`src/hdl/tdp_pkg.sv`:
```
// shared constants and types for the trial division primality test
// no dependencies; imported by tdp_divider and the top level
package tdp_pkg;

  localparam int DATA_WIDTH = 32;
  localparam int IN_TDATA_W = ((DATA_WIDTH + 7) / 8) * 8;
  localparam int OUT_TDATA_W = 8;
  localparam int CNT_W = $clog2(DATA_WIDTH);

  typedef logic [DATA_WIDTH-1:0] word_t;

  // divider result, valid in the cycle that done is high
  typedef struct packed {
    logic  done;
    word_t quotient;
    word_t remainder;
  } div_result_t;

endpackage

```
`src/hdl/trial_division_primality_test_top.sv`:
```
// top level of the trial division primality test: stream ports and sequencer
// depends on tdp_pkg and tdp_divider
//
// Takes one signed candidate per request and returns one is_prime flag per
// request. Negative values, zero and one are answered at once as not prime.
// Otherwise trial divisors 2, 3, ... are run through a shared radix-2 serial
// divider. Each divisor goes through a load step, DATA_WIDTH shift steps, and
// a step to read the remainder and restart. The walk stops at the first zero
// remainder (composite), or once the divisor exceeds the quotient, i.e. passes
// the square root (prime). For a 32-bit prime near the top of the range about
// 46340 divisors are tried. One item is in work at a time; a finished result
// waits in the output register while the next candidate is accepted.
module trial_division_primality_test_top
  import tdp_pkg::*;
(
  input  logic                   clk,
  input  logic                   rst,
  input  logic                   s_tvalid,
  output logic                   s_tready,
  input  logic [IN_TDATA_W-1:0]  s_tdata,   // candidate
  output logic                   m_tvalid,
  input  logic                   m_tready,
  output logic [OUT_TDATA_W-1:0] m_tdata    // is_prime, zero padded
);

  localparam logic [1:0] ST_IDLE = 2'd0;  // waiting for a candidate
  localparam logic [1:0] ST_DIV  = 2'd1;  // trial division running
  localparam logic [1:0] ST_FIN  = 2'd2;  // answer known, waiting for output slot

  logic [1:0]  state;
  word_t       n;        // candidate under test
  word_t       d;        // current trial divisor
  logic        verdict;  // answer held until the output slot frees
  logic        div_start;
  logic        out_bit;
  div_result_t div_res;
  word_t       cand;
  logic        accept;     // request taken this cycle
  logic        trivial;    // sign set, zero or one
  logic        past_root;  // divisor exceeds the quotient
  logic        div_more;   // remainder nonzero and still below the root
  logic        out_load;   // answer moves into the output register

  assign cand     = s_tdata[DATA_WIDTH-1:0];
  assign s_tready = (state == ST_IDLE);

  assign accept    = (state == ST_IDLE) && s_tvalid;
  assign trivial   = cand[DATA_WIDTH-1] || (cand <= word_t'(1));
  assign past_root = (d > div_res.quotient);
  assign div_more  = (state == ST_DIV) && div_res.done && !past_root &&
                     (div_res.remainder != '0);
  assign out_load  = (state == ST_FIN) && (!m_tvalid || m_tready);

  tdp_divider u_div (
    .clk      (clk),
    .rst      (rst),
    .start    (div_start),
    .dividend (n),
    .divisor  (d),
    .result   (div_res)
  );

  // sequencer: start a division on accept of a nontrivial candidate and after each non-final divisor
  always_ff @(posedge clk) begin
    if (rst) begin
      state     <= ST_IDLE;
      div_start <= 1'b0;
      m_tvalid  <= 1'b0;
    end else begin
      div_start <= (accept && !trivial) || div_more;
      // output slot free or being emptied this cycle
      if (out_load) begin
        m_tvalid <= 1'b1;
      end else if (m_tready) begin
        m_tvalid <= 1'b0;
      end
      unique case (state)
        ST_IDLE: begin
          if (s_tvalid) begin
            // sign set, zero or one: not prime, no division needed
            if (trivial) begin
              state <= ST_FIN;
            end else begin
              state <= ST_DIV;
            end
          end
        end
        ST_DIV: begin
          // past the square root, or divisor found
          if (div_res.done && (past_root || (div_res.remainder == '0))) begin
            state <= ST_FIN;
          end
        end
        ST_FIN: begin
          if (out_load) begin
            state <= ST_IDLE;
          end
        end
        default: begin
          state <= ST_IDLE;
        end
      endcase
    end
  end

  // payload registers
  always_ff @(posedge clk) begin
    if (state == ST_IDLE && s_tvalid) begin
      n       <= cand;
      d       <= word_t'(2);
      verdict <= 1'b0;
    end else if (state == ST_DIV && div_res.done) begin
      if (d > div_res.quotient) begin
        verdict <= 1'b1;
      end else if (div_res.remainder != '0) begin
        d <= d + word_t'(1);
      end
    end
    if (state == ST_FIN && (!m_tvalid || m_tready)) begin
      out_bit <= verdict;
    end
  end

  assign m_tdata = {{(OUT_TDATA_W-1){1'b0}}, out_bit};

endmodule

```
`src/hdl/tdp_divider.sv`:
```
// radix-2 restoring divider, one quotient bit per cycle
// depends on tdp_pkg
module tdp_divider
  import tdp_pkg::*;
(
  input  logic        clk,
  input  logic        rst,
  input  logic        start,
  input  word_t       dividend,
  input  word_t       divisor,
  output div_result_t result
);

  logic                  busy;
  logic                  done;
  logic [CNT_W-1:0]      cnt;
  word_t                 quo;
  word_t                 rem;
  word_t                 dsr;
  logic [DATA_WIDTH:0]   rem_shift;
  logic [DATA_WIDTH:0]   diff;
  logic                  ge;
  word_t                 quo_next;
  word_t                 rem_next;

  // shift in the next dividend bit and try a subtract
  always_comb begin
    rem_shift = {rem, quo[DATA_WIDTH-1]};
    diff      = rem_shift - {1'b0, dsr};
    ge        = rem_shift >= {1'b0, dsr};
    rem_next  = ge ? diff[DATA_WIDTH-1:0] : rem_shift[DATA_WIDTH-1:0];
    quo_next  = {quo[DATA_WIDTH-2:0], ge};
  end

  always_ff @(posedge clk) begin
    if (rst) begin
      busy <= 1'b0;
      done <= 1'b0;
      cnt  <= '0;
    end else begin
      done <= 1'b0;
      if (start) begin
        busy <= 1'b1;
        cnt  <= '0;
      end else if (busy) begin
        cnt <= cnt + 1'b1;
        if (cnt == CNT_W'(DATA_WIDTH - 1)) begin
          busy <= 1'b0;
          done <= 1'b1;
        end
      end
    end
  end

  always_ff @(posedge clk) begin
    if (start) begin
      quo <= dividend;
      rem <= '0;
      dsr <= divisor;
    end else if (busy) begin
      quo <= quo_next;
      rem <= rem_next;
    end
  end

  assign result.done      = done;
  assign result.quotient  = quo;
  assign result.remainder = rem;

endmodule
```
`config.mk`:
```
export PLATFORM = sky130hd
export DESIGN_NAME = trial_division_primality_test_top
export DESIGN_NICKNAME = d
export VERILOG_FILES = /design/src/hdl/tdp_pkg.sv /design/src/hdl/trial_division_primality_test_top.sv /design/src/hdl/tdp_divider.sv
export SDC_FILE = /design/constraint.sdc
export NUM_CORES = 1
export LEC_CHECK = 0
export BUFFER_PORTS_ARGS = -buffer_cell sky130_fd_sc_hd__buf_2
export CAP_MARGIN = 25
export CORE_MARGIN = 3
export CORE_UTILIZATION = 62
export CTS_CLUSTER_DIAMETER = 80
export DETAILED_ROUTE_END_ITERATION = 8
export GPL_TIMING_DRIVEN = 0
export PLACE_DENSITY_LB_ADDON = 0.12
export SETUP_SLACK_MARGIN = 0.1
export SYNTH_ARGS = -nofsm -noshare
export SYNTH_HDL_FRONTEND = slang
export SYNTH_HIERARCHICAL = 1
export SYNTH_SLANG_ARGS = --single-unit
export TNS_END_PERCENT = 10
```
`constraint.sdc`:
```
create_clock -name clk -period 3.2 [get_ports clk]
set_input_delay 0.32 -clock clk [delete_from_list [all_inputs] [get_ports clk]]
set_output_delay 0.32 -clock clk [all_outputs]
set_load 0.01 [all_outputs]
```
==> impl_metrics.json <==
{
  "warning_count_from_the_yosys_run": 6,
  "clock_tree.buffer_depth": 2,
  "required_time_at_the_worst_slack_endpoint_ps": 3550,
  "hold-path-endpoint": "n[0]$_DFFE_PP_",
  "rr_worst_depth": 10,
  "final_min_period_over_clock_period_pct": 95.9,
  "yosysTopAreaCell": "edfxtp_1",
  "synth.ff_latch_count": 173,
  "final_nets": 1194,
  "synth.cells.most_frequent": "edfxtp_1 (97), nand2_1 (93), inv_1 (84)",
  "finalClockSkew_ps": 10.6,
  "numCtsBuffers": 17,
  "post_cts_hold_buffer_count": 0,
  "start_util_pct": 64.6,
  "cts.root.buffer_cell": "clkbuf_16",
  "clock_tree_from_tritoncts": "built",
  "grt_pass1_vias": 7605,
  "core-area_sq_mm": 0.0155,
  "detailed_place_hpwl_mm": 17.9,
  "final_max_slew_viol_count": 0,
  "clk_slew_on_worst_s_h_paths_ps": 60,
  "wl_per_cell_um": 18.2,
  "drive_gt1_share_pct": 16.1,
  "synth_area_leaders": "edfxtp_1 (29%), dfxtp_1 (15%), ha_1 (8.4%)",
  "post_synth_inst_count": 1023,
  "cts.sinks": 173,
  "yosysMostFrequentCell": "edfxtp_1",
  "port_buffers": 38,
  "hold_viol_final": 0,
  "grtUsageTotal_pct": 27.2,
  "outcome": "finished, final reports clean",
  "die_width_um": 133,
  "asyncSetResetFlopFracSynth_pct": 0,
  "clkLatencyLatePin_ps": 430,
  "grt_max_degree": 40,
  "grt_overflow_total": 0,
  "p_per_area_mw_per_mm2": 693,
  "n_antenna_cell": 0,
  "setup_viol": 0,
  "dominantRegCellSynth": "edfxtp_1",
  "path_class": "reg2reg",
  "yosysSeqAreaShare_pct": 44.3,
  "die_area_sq_mm": 0.0177,
  "path_max_fanout": 10,
  "drt-vias-per-instance": 6.18,
  "detail_route.wirelength_mm": 23.9,
  "post-route-drc-count": 0,
  "max_fclk_ghz": 0.326,
  "r2r_slack_ps": 130,
  "leakagePower_nw": 4.38,
  "setup.worst_path.end_class": "register",
  "worst-slew-pin-transition_ps": 757,
  "grt_first_pass_wirelength_mm": 38.3,
  "finalHoldWorstSlack_ps": 65.7,
  "number_of_drc_markers_after_the_initial_detailed_route_iteration": 963,
  "gp_routability_congestion": 0.948,
  "count_of_flip_flops_with_a_built_in_enable_after_synthesis": 97,
  "timing.max_slew.rel_slack_pct": 49.5,
  "worst_hold_startpoint": "s_tdata[0]",
  "fin_crit_ps": 3070,
  "cts_max_level": 4,
  "arrival_ps": 3410,
  "num_rows": 45,
  "max-vdd-ir-drop_v": 0.000460,
  "rsz_0062_raised_after_global_routing": "yes",
  "cell_depth_of_the_worst_hold_path": 1,
  "max_capacitance_violation_count": 0,
  "hold_path_class": "in2reg",
  "reg2reg_to": "d[16]$_SDFFE_PP0P_",
  "synth.top_cell.area_share_pct": 29.1,
  "synth_cell_types": 85,
  "total_power_mw": 7.76,
  "initial_antenna_violation_count": 0,
  "fillers": 1163,
  "dr_total_vias": 8125,
  "antenna_violating_nets_post_route": 0,
  "synthToLayoutAreaGrowth_pct": 12.0,
  "ios": 46,
  "worstSetupStartpointType": "register",
  "syn_area_sq_mm": 0.0100,
  "synth.avg_cell_area_sq_um": 9.78,
  "r2r_start": "u_div/quo[11]$_DFFE_PP_",
  "height_of_the_die_um": 133,
  "drt_first_pass_iters": 5
}
worst max-delay path, cell delays in order, from the launching register on:
cell	delay, ps
edfxtp_1	370
inv_1	50
ha_1	320
nand4_1	230
a2111oi_1	580
a211oi_2	160
o2111ai_2	340
buf_2	290
clkbuf_2	320
o21ai_0	140
a21oi_1	170
cell usage in the layout (no fill, tap or decap), types with 4 or more instances in the layout:
cell type / n
edfxtp_1: 97
nand2_1: 93
inv_1: 84
a21oi_1: 80
dfxtp_1: 75
nor2_1: 67
ha_1: 67
buf_2: 47
mux2_2: 32
o21ai_0: 31
nand4_1: 25
nand3_1: 22
clkbuf_1: 21
nor4_1: 21
or3_1: 21
o211ai_1: 18
clkbuf_16: 17
o21ai_1: 14
nor3_1: 14
xnor2_1: 14
nand2b_1: 13
a311oi_2: 12
and3_1: 11
a21o_1: 11
xor2_1: 11
buf_4: 10
o31ai_1: 9
mux2i_1: 9
nor2b_1: 8
o21a_1: 8
a211o_1: 7
nand4b_1: 7
conb_1: 7
a311oi_1: 7
or4_1: 6
buf_6: 4
o21bai_1: 4
a31oi_1: 4
repair_timing:
item,in CTS,in global routing
endpoints found under the setup margin,20,47
gates resized for setup,3,20
setup buffers,0,1
pin swaps,0,3
how the worst max path moves through the flow:
| stage | start | to | slack [ps] | depth (start not counted) |
|---|---|---|---|---|
| floorplan | div_start$_SDFF_PP0_ | u_div/quo[0]$_DFFE_PP_ | 560 | 4 |
| global placement | div_start$_SDFF_PP0_ | u_div/quo[5]$_DFFE_PP_ | -370 | 4 |
| detailed placement | u_div/quo[31]$_DFFE_PP_ | d[21]$_SDFFE_PP0P_ | 20 | 10 |
| CTS | u_div/quo[31]$_DFFE_PP_ | d[21]$_SDFFE_PP0P_ | 70 | 10 |
| global route | d[23]$_SDFFE_PP0P_ | d[21]$_SDFFE_PP0P_ | 2 | 9 |
| finish | u_div/quo[11]$_DFFE_PP_ | d[16]$_SDFFE_PP0P_ | 130 | 10 |
routing by layer:
layer | track usage [%] | vias to the layer above | routed length (um)
li1 | - | 3911 | -
met1 | 34.5 | 3812 | 10200
met2 | 45.9 | 332 | 11600
met3 | 4.94 | 70 | 1390
met4 | 11.1 | 0 | 719
met5 | 0 | - | 0
power by group:
| group | internal, mW | leakage (nW) | total (mW) | switching [mW] |
|---|---|---|---|---|
| sequential | 2.60 | 1.53 | 2.86 | 0.253 |
| clock | 1.05 | 0.265 | 1.93 | 0.883 |
| combinational | 1.16 | 2.59 | 2.97 | 1.81 |
stage by stage:
stage / instances / worst slack, ps / area [sq um] / util, % / TNS (ps)
finish: 1314 / 133 / 11200 / 72.4 / 0
global route: 1314 / 1.68 / 11200 / 72.4 / 0
CTS: 1313 / 71.3 / 11100 / 71.8 / 0
detailed placement: 1281 / 23.8 / 10600 / 68.2 / 0
global placement: 1278 / -373 / 10500 / 67.7 / -11840
floorplan: 1029 / 559 / 10000 / - / 0
layout make-up:
type / instances / area (sq um) / area share [%]
flip-flops and latches: 173 / 4440 / 39.6
multi-input cells: 726 / 5110 / 45.7
inverters: 84 / 315 / 2.81
clock inverters: 10 / 82.6 / 0.737
well taps: 211 / 264 / 2.36
clock buffers: 22 / 464 / 4.14
repair buffers: 42 / 273 / 2.43
plain buffers: 46 / 254 / 2.27
kinds of logic after synthesis:
group,synth area share (%)
simple gates,17.6
buf+inv,5.63
compound gates,17.2
mux,4.50
other cells,0.0375
fa+ha+maj,8.58
xor+xnor,2.19
flops,44.3
registers in the layout, summed over array words and instances (netlist names), 2 cells and up:
signal and flops:
state 2, u_div/quo 32, u_div/cnt 5, d 32, u_div/rem 32, u_div/dsr 32, n 32
Note: power is estimated with default switching activity, not from simulation.
